$ cat src/rtl/tsrr_pkg.sv
// ----------------------------------------------------------------------------
// tsrr_pkg
// Shared constants and types for the task slot round-robin scheduler.
// ----------------------------------------------------------------------------
`default_nettype none

package tsrr_pkg;

    localparam int SLOT_COUNT_DEF = 16;
    localparam int ADDR_W_MAX     = 6;

    localparam logic [31:0] IDLE_ENTRY = 32'h0000_0001;

    localparam logic [1:0] REQ_ADD  = 2'd0;
    localparam logic [1:0] REQ_KILL = 2'd1;
    localparam logic [1:0] REQ_NEXT = 2'd2;

    localparam logic [2:0] ST_OK    = 3'd0;
    localparam logic [2:0] ST_RANGE = 3'd1;
    localparam logic [2:0] ST_EMPTY = 3'd2;
    localparam logic [2:0] ST_FULL  = 3'd3;
    localparam logic [2:0] ST_IDLE  = 3'd4;

    typedef struct packed {
        logic                  en;
        logic                  busy;
        logic [ADDR_W_MAX-1:0] addr;
        logic [31:0]           entry;
        logic [31:0]           data;
    } store_wr_t;

endpackage

`default_nettype wire

$ cat src/rtl/tsrr_slot_store.sv
// ----------------------------------------------------------------------------
// tsrr_slot_store
// Slot table: occupied flags in flip-flops, entry and data handles in
// memories with one write port and one registered read port.
// ----------------------------------------------------------------------------
`default_nettype none

module tsrr_slot_store #(
    parameter int SLOT_COUNT = tsrr_pkg::SLOT_COUNT_DEF,
    parameter int AW         = $clog2(SLOT_COUNT)
) (
    input  wire logic                  clk,
    input  wire logic                  rst_n,
    input  wire tsrr_pkg::store_wr_t   wr,
    input  wire logic                  rd_en,
    input  wire logic [AW-1:0]         rd_addr,
    output logic      [SLOT_COUNT-1:0] busy,
    output logic      [31:0]           rd_entry,
    output logic      [31:0]           rd_data
);
    import tsrr_pkg::*;

    logic [31:0]           entry_mem [SLOT_COUNT];
    logic [31:0]           data_mem  [SLOT_COUNT];
    logic [SLOT_COUNT-1:0] busy_reg;
    logic                  slot0_wr_reg;
    logic                  rd_zero_reg;
    logic [31:0]           rd_entry_reg;
    logic [31:0]           rd_data_reg;
    logic [AW-1:0]         wr_addr;

    assign wr_addr = wr.addr[AW-1:0];

    always_ff @(posedge clk or negedge rst_n)
    begin
        if (!rst_n)
        begin
            busy_reg     <= {{(SLOT_COUNT-1){1'b0}}, 1'b1};
            slot0_wr_reg <= 1'b0;
            rd_zero_reg  <= 1'b0;
        end
        else
        begin
            if (wr.en)
            begin
                busy_reg[wr_addr] <= wr.busy;
                if (wr_addr == '0)
                begin
                    slot0_wr_reg <= 1'b1;
                end
            end
            if (rd_en)
            begin
                rd_zero_reg <= (rd_addr == '0) && !slot0_wr_reg;
            end
        end
    end

    always_ff @(posedge clk)
    begin
        if (wr.en)
        begin
            entry_mem[wr_addr] <= wr.entry;
            data_mem[wr_addr]  <= wr.data;
        end
        if (rd_en)
        begin
            rd_entry_reg <= entry_mem[rd_addr];
            rd_data_reg  <= data_mem[rd_addr];
        end
    end

    assign busy     = busy_reg;
    assign rd_entry = rd_zero_reg ? IDLE_ENTRY : rd_entry_reg;
    assign rd_data  = rd_zero_reg ? 32'd0 : rd_data_reg;

endmodule

`default_nettype wire

$ cat src/rtl/task_slot_round_robin_scheduler_core.sv
// ----------------------------------------------------------------------------
// task_slot_round_robin_scheduler_core
// Round-robin task scheduler over a table of task slots.
// ----------------------------------------------------------------------------
// One request beat in, one result beat out. The slot table is searched by a
// single stepper that tests one slot per cycle; an add tests 1 to SLOT_COUNT
// slots, a next 1 to SLOT_COUNT-1 slots, and a kill or unknown request none.
// The handles sit in a memory with a registered read, which adds a read
// state for next.
// The input is taken again as soon as the result is in the output register.
// ----------------------------------------------------------------------------
`default_nettype none

module task_slot_round_robin_scheduler_core #(
    parameter int SLOT_COUNT = tsrr_pkg::SLOT_COUNT_DEF
) (
    input  wire logic        clk,
    input  wire logic        rst_n,
    input  wire logic        s_tvalid,
    output logic             s_tready,
    // req_type[1:0], slot_id[9:2], entry_handle[41:10], data_handle[73:42]
    input  wire logic [79:0] s_tdata,
    output logic             m_tvalid,
    input  wire logic        m_tready,
    // status[2:0], slot_index[6:3], switched[7], run_entry[39:8], run_data[71:40]
    output logic      [71:0] m_tdata
);
    import tsrr_pkg::*;

    localparam int AW = $clog2(SLOT_COUNT);
    localparam logic [AW-1:0] LAST = AW'(SLOT_COUNT - 1);
    localparam logic [AW-1:0] ONE  = AW'(1);

    localparam logic [2:0] S_IDLE = 3'd0;
    localparam logic [2:0] S_SCAN = 3'd1;
    localparam logic [2:0] S_EXEC = 3'd2;
    localparam logic [2:0] S_READ = 3'd3;
    localparam logic [2:0] S_OUT  = 3'd4;

    logic [2:0]  state_reg,  state_next;
    logic [AW-1:0] idx_reg,  idx_next;
    logic [AW-1:0] rem_reg,  rem_next;
    logic [AW-1:0] cur_reg,  cur_next;
    logic        m_tvalid_reg, m_tvalid_next;
    logic [71:0] m_tdata_reg,  m_tdata_next;

    logic [1:0]  req_reg,    req_next;
    logic [7:0]  id_reg,     id_next;
    logic [31:0] entry_reg,  entry_next;
    logic [31:0] data_reg,   data_next;
    logic [2:0]  status_reg, status_next;
    logic [3:0]  sidx_reg,   sidx_next;
    logic        sw_reg,     sw_next;
    logic        run_reg,    run_next;

    store_wr_t             wr;
    logic                  rd_en;
    logic [SLOT_COUNT-1:0] busy;
    logic [31:0]           rd_entry;
    logic [31:0]           rd_data;

    logic          accept;
    logic          is_add;
    logic          hit;
    logic [AW-1:0] idx_step;
    logic [AW-1:0] cand0;
    logic [AW-1:0] kill_addr;
    logic [7:0]    idx_wide;
    logic [7:0]    cur_wide;
    logic          can_load;

    tsrr_slot_store #(
        .SLOT_COUNT(SLOT_COUNT),
        .AW        (AW)
    ) u_store (
        .clk     (clk),
        .rst_n   (rst_n),
        .wr      (wr),
        .rd_en   (rd_en),
        .rd_addr (cur_reg),
        .busy    (busy),
        .rd_entry(rd_entry),
        .rd_data (rd_data)
    );

    assign s_tready = (state_reg == S_IDLE);
    assign accept   = s_tvalid && s_tready;
    assign m_tvalid = m_tvalid_reg;
    assign m_tdata  = m_tdata_reg;

    assign is_add    = (req_reg == REQ_ADD);
    assign hit       = is_add ? !busy[idx_reg] : busy[idx_reg];
    assign idx_step  = (!is_add && idx_reg == LAST) ? ONE : idx_reg + ONE;
    assign cand0     = (cur_reg == LAST) ? ONE : cur_reg + ONE;
    assign kill_addr = id_reg[AW-1:0];
    assign idx_wide  = 8'(idx_reg);
    assign cur_wide  = 8'(cur_reg);
    assign can_load  = !m_tvalid_reg || m_tready;

    always_comb
    begin
        state_next    = state_reg;
        idx_next      = idx_reg;
        rem_next      = rem_reg;
        cur_next      = cur_reg;
        m_tvalid_next = m_tvalid_reg;
        m_tdata_next  = m_tdata_reg;
        req_next      = req_reg;
        id_next       = id_reg;
        entry_next    = entry_reg;
        data_next     = data_reg;
        status_next   = status_reg;
        sidx_next     = sidx_reg;
        sw_next       = sw_reg;
        run_next      = run_reg;
        rd_en         = 1'b0;
        wr            = '0;

        if (m_tvalid_reg && m_tready)
        begin
            m_tvalid_next = 1'b0;
        end

        unique case (state_reg)
            S_IDLE:
            begin
                if (accept)
                begin
                    req_next   = s_tdata[1:0];
                    id_next    = s_tdata[9:2];
                    entry_next = s_tdata[41:10];
                    data_next  = s_tdata[73:42];
                    sw_next    = 1'b0;
                    run_next   = 1'b0;
                    if (s_tdata[1:0] == REQ_ADD)
                    begin
                        idx_next   = '0;
                        rem_next   = LAST;
                        state_next = S_SCAN;
                    end
                    else if (s_tdata[1:0] == REQ_NEXT)
                    begin
                        idx_next   = cand0;
                        rem_next   = AW'(SLOT_COUNT - 2);
                        state_next = S_SCAN;
                    end
                    else
                    begin
                        state_next = S_EXEC;
                    end
                end
            end
            S_SCAN:
            begin
                if (hit)
                begin
                    status_next = ST_OK;
                    sidx_next   = idx_wide[3:0];
                    if (is_add)
                    begin
                        wr.en      = (entry_reg != 32'd0);
                        wr.busy    = 1'b1;
                        wr.addr    = ADDR_W_MAX'(idx_reg);
                        wr.entry   = entry_reg;
                        wr.data    = data_reg;
                        state_next = S_OUT;
                    end
                    else
                    begin
                        cur_next   = idx_reg;
                        sw_next    = (idx_reg != cur_reg);
                        run_next   = 1'b1;
                        state_next = S_READ;
                    end
                end
                else if (rem_reg == '0)
                begin
                    sidx_next = 4'd0;
                    if (is_add)
                    begin
                        status_next = ST_FULL;
                        state_next  = S_OUT;
                    end
                    else
                    begin
                        status_next = ST_IDLE;
                        cur_next    = '0;
                        sw_next     = (cur_reg != '0);
                        run_next    = 1'b1;
                        state_next  = S_READ;
                    end
                end
                else
                begin
                    idx_next = idx_step;
                    rem_next = rem_reg - ONE;
                end
            end
            S_EXEC:
            begin
                state_next = S_OUT;
                if (req_reg == REQ_KILL)
                begin
                    if (id_reg >= 8'(SLOT_COUNT))
                    begin
                        status_next = ST_RANGE;
                        sidx_next   = 4'd0;
                    end
                    else
                    begin
                        sidx_next = id_reg[3:0];
                        if (!busy[kill_addr])
                        begin
                            status_next = ST_EMPTY;
                        end
                        else
                        begin
                            status_next = ST_OK;
                            wr.en       = 1'b1;
                            wr.busy     = 1'b0;
                            wr.addr     = ADDR_W_MAX'(kill_addr);
                        end
                    end
                end
                else
                begin
                    status_next = ST_RANGE;
                    sidx_next   = cur_wide[3:0];
                end
            end
            S_READ:
            begin
                rd_en      = 1'b1;
                state_next = S_OUT;
            end
            S_OUT:
            begin
                if (can_load)
                begin
                    m_tvalid_next = 1'b1;
                    m_tdata_next  = {run_reg ? rd_data : 32'd0,
                                     run_reg ? rd_entry : 32'd0,
                                     sw_reg, sidx_reg, status_reg};
                    state_next    = S_IDLE;
                end
            end
            default:
            begin
                state_next = S_IDLE;
            end
        endcase
    end

    always_ff @(posedge clk or negedge rst_n)
    begin
        if (!rst_n)
        begin
            state_reg    <= S_IDLE;
            cur_reg      <= '0;
            m_tvalid_reg <= 1'b0;
        end
        else
        begin
            state_reg    <= state_next;
            cur_reg      <= cur_next;
            m_tvalid_reg <= m_tvalid_next;
        end
    end

    always_ff @(posedge clk)
    begin
        idx_reg     <= idx_next;
        rem_reg     <= rem_next;
        m_tdata_reg <= m_tdata_next;
        req_reg     <= req_next;
        id_reg      <= id_next;
        entry_reg   <= entry_next;
        data_reg    <= data_next;
        status_reg  <= status_next;
        sidx_reg    <= sidx_next;
        sw_reg      <= sw_next;
        run_reg     <= run_next;
    end

    a_cur_range: assert property (@(posedge clk) disable iff (!rst_n)
        32'(cur_reg) < SLOT_COUNT)
        else $error("current slot out of range");

    a_accept_busy: assert property (@(posedge clk) disable iff (!rst_n)
        accept |=> !s_tready)
        else $error("input taken again during a request");

    a_read_then_out: assert property (@(posedge clk) disable iff (!rst_n)
        (state_reg == S_READ) |=> (state_reg == S_OUT))
        else $error("handle read not followed by result load");

    a_result_source: assert property (@(posedge clk) disable iff (!rst_n)
        $rose(m_tvalid_reg) |-> ($past(state_reg) == S_OUT))
        else $error("result beat raised outside result load");

endmodule

`default_nettype wire
$ cat config.mk
export PLATFORM = sky130hd
export DESIGN_NAME = task_slot_round_robin_scheduler_core
export DESIGN_NICKNAME = d
export VERILOG_FILES = /design/src/rtl/tsrr_pkg.sv /design/src/rtl/tsrr_slot_store.sv /design/src/rtl/task_slot_round_robin_scheduler_core.sv
export SDC_FILE = /design/constraint.sdc
export NUM_CORES = 1
export LEC_CHECK = 0
export ABC_AREA = 1
export BUFFER_PORTS_ARGS = -buffer_cell sky130_fd_sc_hd__buf_2
export CAP_MARGIN = 20
export CORE_MARGIN = 8
export CORE_UTILIZATION = 35
export CTS_CLUSTER_DIAMETER = 100
export DETAILED_ROUTE_END_ITERATION = 6
export PLACE_DENSITY = 0.48
export SETUP_SLACK_MARGIN = 0.05
export SLEW_MARGIN = 10
export SYNTH_ARGS = -nofsm -noshare
export SYNTH_HDL_FRONTEND = slang
export SYNTH_SLANG_ARGS = --single-unit
$ cat constraint.sdc
create_clock -name clk -period 6.19 [get_ports clk]
set_clock_uncertainty 0.1 [all_clocks]
set_input_delay 0.9285 -clock clk [delete_from_list [all_inputs] [get_ports clk]]
set_output_delay 0.9285 -clock clk [all_outputs]
set_load 0.05 [all_outputs]
==> results.json <==
{
  "status": "finished clean",
  "ys_warn_count": 0,
  "powerDensity_mw_per_mm2": 436,
  "clk_latency_ns": 0.77,
  "synth_seq_cells": 1277,
  "yosys-top-cells-count": "1251 x edfxtp_1, 684 x nor2_1, 539 x o21ai_0, 218 x nand2_1, 200 x clkbuf_1",
  "dp_hpwl_mm": 66.4,
  "fp.dieH_um": 391,
  "hold_path_class": "input pin to asynchronous set/reset pin",
  "post-synth-top-area-fraction_pct": 76.2,
  "worst_pin_slew_ns": 1.09,
  "critPathTopFamily": "buffers and inverters",
  "antennaDiodeCount": 0,
  "holdWs_ns": 0.113,
  "crit_path_top_delay_cell": "nor2_1",
  "fin_tns_setup_ns": 0,
  "post_cts_resized": 0,
  "clock_sinks": 1277,
  "worst_slack_ns": 1.67,
  "crit_top_cell": "a31oi_1",
  "finalHoldViolCount": 0,
  "criticalPathCategory": "flop to flop",
  "grt_pass1_vias": 29400,
  "final.min_clock_period_ns": 4.52,
  "ys_async_sr_fraction_pct": 2.04,
  "htree_levels": 4,
  "drtIter0Drc": 2296,
  "firstDrtPassIters": 5,
  "overflow": 0,
  "cap_viol_max_count": 0,
  "p_leak_uw": 0.0199,
  "antenna_found_initial": 3,
  "drive_gt1_share_pct": 11.9,
  "crit_path_end_kind": "flop",
  "dr_total_vias": 29600,
  "portBuffers": 151,
  "gp_congestion": 0.800,
  "finalCritPeriodShare_pct": 73.0,
  "fp-row-count": 137,
  "crit_buf_inv": 3,
  "grt_pass1_wl_mm": 199,
  "viasPerCell": 5.13,
  "report.final.slew_viol_count": 0,
  "yosys_most_used_dff": "edfxtp_1",
  "routed_wl_mm": 135,
  "synth_area_leaders": "edfxtp_1 76%, o21ai_0 5.5%, nor2_1 5.2%",
  "syn-mean-instance-area_sq_um": 13.5,
  "synth_fp_nets": 3742,
  "cts_buffers": 143,
  "finalNetCount": 3877,
  "root_buffer": "clkbuf_16",
  "synthXorXnorAreaFrac_pct": 0.0533,
  "crit_fanout": 35,
  "start_util_pct": 35.3,
  "synthSimpleGateAreaFrac_pct": 8.82,
  "synth_cell_types": 37,
  "start_kind": "flop",
  "wl_per_cell_um": 23.4,
  "area_growth_syn_to_layout_pct": 15.5,
  "setup-violations-final": 0,
  "clkTransAtPathRegs_ns": 0.06,
  "synth-edff-count": 1251,
  "synth.most_common_cell": "edfxtp_1",
  "place_ws_ns": 1.63,
  "track_usage_pct": 17.3,
  "drtAntennaViolNets": 0,
  "post_cts_buffers": 0,
  "grt_max_degree": 199,
  "max-clock-path-buffers": 3,
  "muxShareOfSynthArea_pct": 0,
  "slowest_delay_ns": 0.77,
  "yosys.area_share.adder_pct": 0.152,
  "critPathArrivalTime_ns": 4.85,
  "synth_top_family_by_area": "compound AO/OA/AOI/OAI gates",
  "cts_tree": "done",
  "ir_drop_uv": 563,
  "yosys.area.top_type": "edfxtp_1",
  "cts_hold_buf": 0,
  "synth_seq_area_share_pct": 77.6,
  "syn_inst": 3652,
  "max_freq_ghz": 0.221,
  "syn_area_sq_mm": 0.0493,
  "die_w_um": 391,
  "rsz0062_at_grt": "false",
  "cp_cell_sequence": "inv_1 > a21oi_1 > o21ai_0 > nand3_1 > nand2_1 > a31oi_1 > a31oi_1 > ha_1 > nor2_2 > clkinv_2 > buf_12 > nor2_1",
  "coreArea_sq_mm": 0.140,
  "dieArea_sq_mm": 0.153,
  "cp.required_ns": 6.52,
  "drc": 0,
  "relSlewSlack_pct": 26.9,
  "synth_compound_area_share_pct": 10.1,
  "ios": 158
}
[final cells by class]
class / count / area, sq um
Multi-Input combinational cell: 1949 / 9540
Inverter: 205 / 811
Fill cell: 13100 / 82800
Sequential cell: 1277 / 38200
Tap cell: 1876 / 2350
Clock inverter: 79 / 858
Clock buffer: 174 / 3780
Timing Repair Buffer: 211 / 1370
[final timing paths]
path                                    start                        to  slack, ns  cells past startpoint
worst min-delay path                    rst_n              state_reg[0]       0.11                      1
worst min register to register  status_reg[0]                m_tdata[0]       0.32                      0
max in group asynchronous               rst_n                cur_reg[0]       5.33                      1
worst max-delay path               idx_reg[0]  u_store.entry_mem[10][5]       1.67                     12
worst max register to register     idx_reg[0]  u_store.entry_mem[10][5]       1.67                     12
min in group clk                  s_tdata[67]              data_reg[25]       0.23                      1
[metrics by stage]
step | instances | utilization (%) | cell area, sq um | power [uW]
6_report | 5771 | 40.8 | 56900 | 24800
5_1_grt | 5771 | 40.8 | 56900 | 26000
4_1_cts | 5770 | 40.8 | 56900 | 25200
3_5_place_dp | 5517 | 37.4 | 52300 | 16600
3_3_place_gp | 5516 | 37.4 | 52300 | 16700
2_1_floorplan | 3652 | - | 49300 | 14500
[placed cells by master (no fill, tap or decap), types with 98 or more instances in the layout]
cell type,count
o22ai_1,165
edfxtp_1,1251
o21ai_0,539
nand3_1,135
nand2_1,217
buf_2,151
nor2_1,676
inv_1,187
o221ai_1,98
clkbuf_16,147
[kinds of logic (layout without fill, tap and decap cells)]
group	count (synthesis)	in the layout
AO/OA/AOI/OAI	862	862
XOR/XNOR	3	3
adder cells (fa/ha/maj)	6	6
buffers and inverters	426	669
flip-flops	1277	1277
AND/OR/NAND/NOR	1078	1078
[report_power, final]
group / leakage, uW / internal [uW] / switching [uW]
Clock: 0.00225 / 4980 / 3470
Combinational: 0.00576 / 1390 / 4480
Sequential: 0.0119 / 10200 / 273
Total: 0.0199 / 16600 / 8220
[routing by layer]
metal / global-route usage [%] / vias to the layer above / part of all wire [%]
li1: - / 13700 / -
met1: 24.5 / 15000 / 47
met2: 27.8 / 726 / 47
met3: 2.79 / 199 / 4.6
met4: 4.96 / 0 / 2.4
met5: 0 / - / 0
[worst reg2reg max path: stages, from the launching register on]
cell and delay [ns]:
edfxtp_1 0.54, inv_1 0.32, a21oi_1 0.11, o21ai_0 0.09, nand3_1 0.11, nand2_1 0.07
a31oi_1 0.04, a31oi_1 0.24, ha_1 0.36, nor2_2 0.29, clkinv_2 0.64, buf_12 0.49
nor2_1 0.80
(Power assumes the default switching activity.)
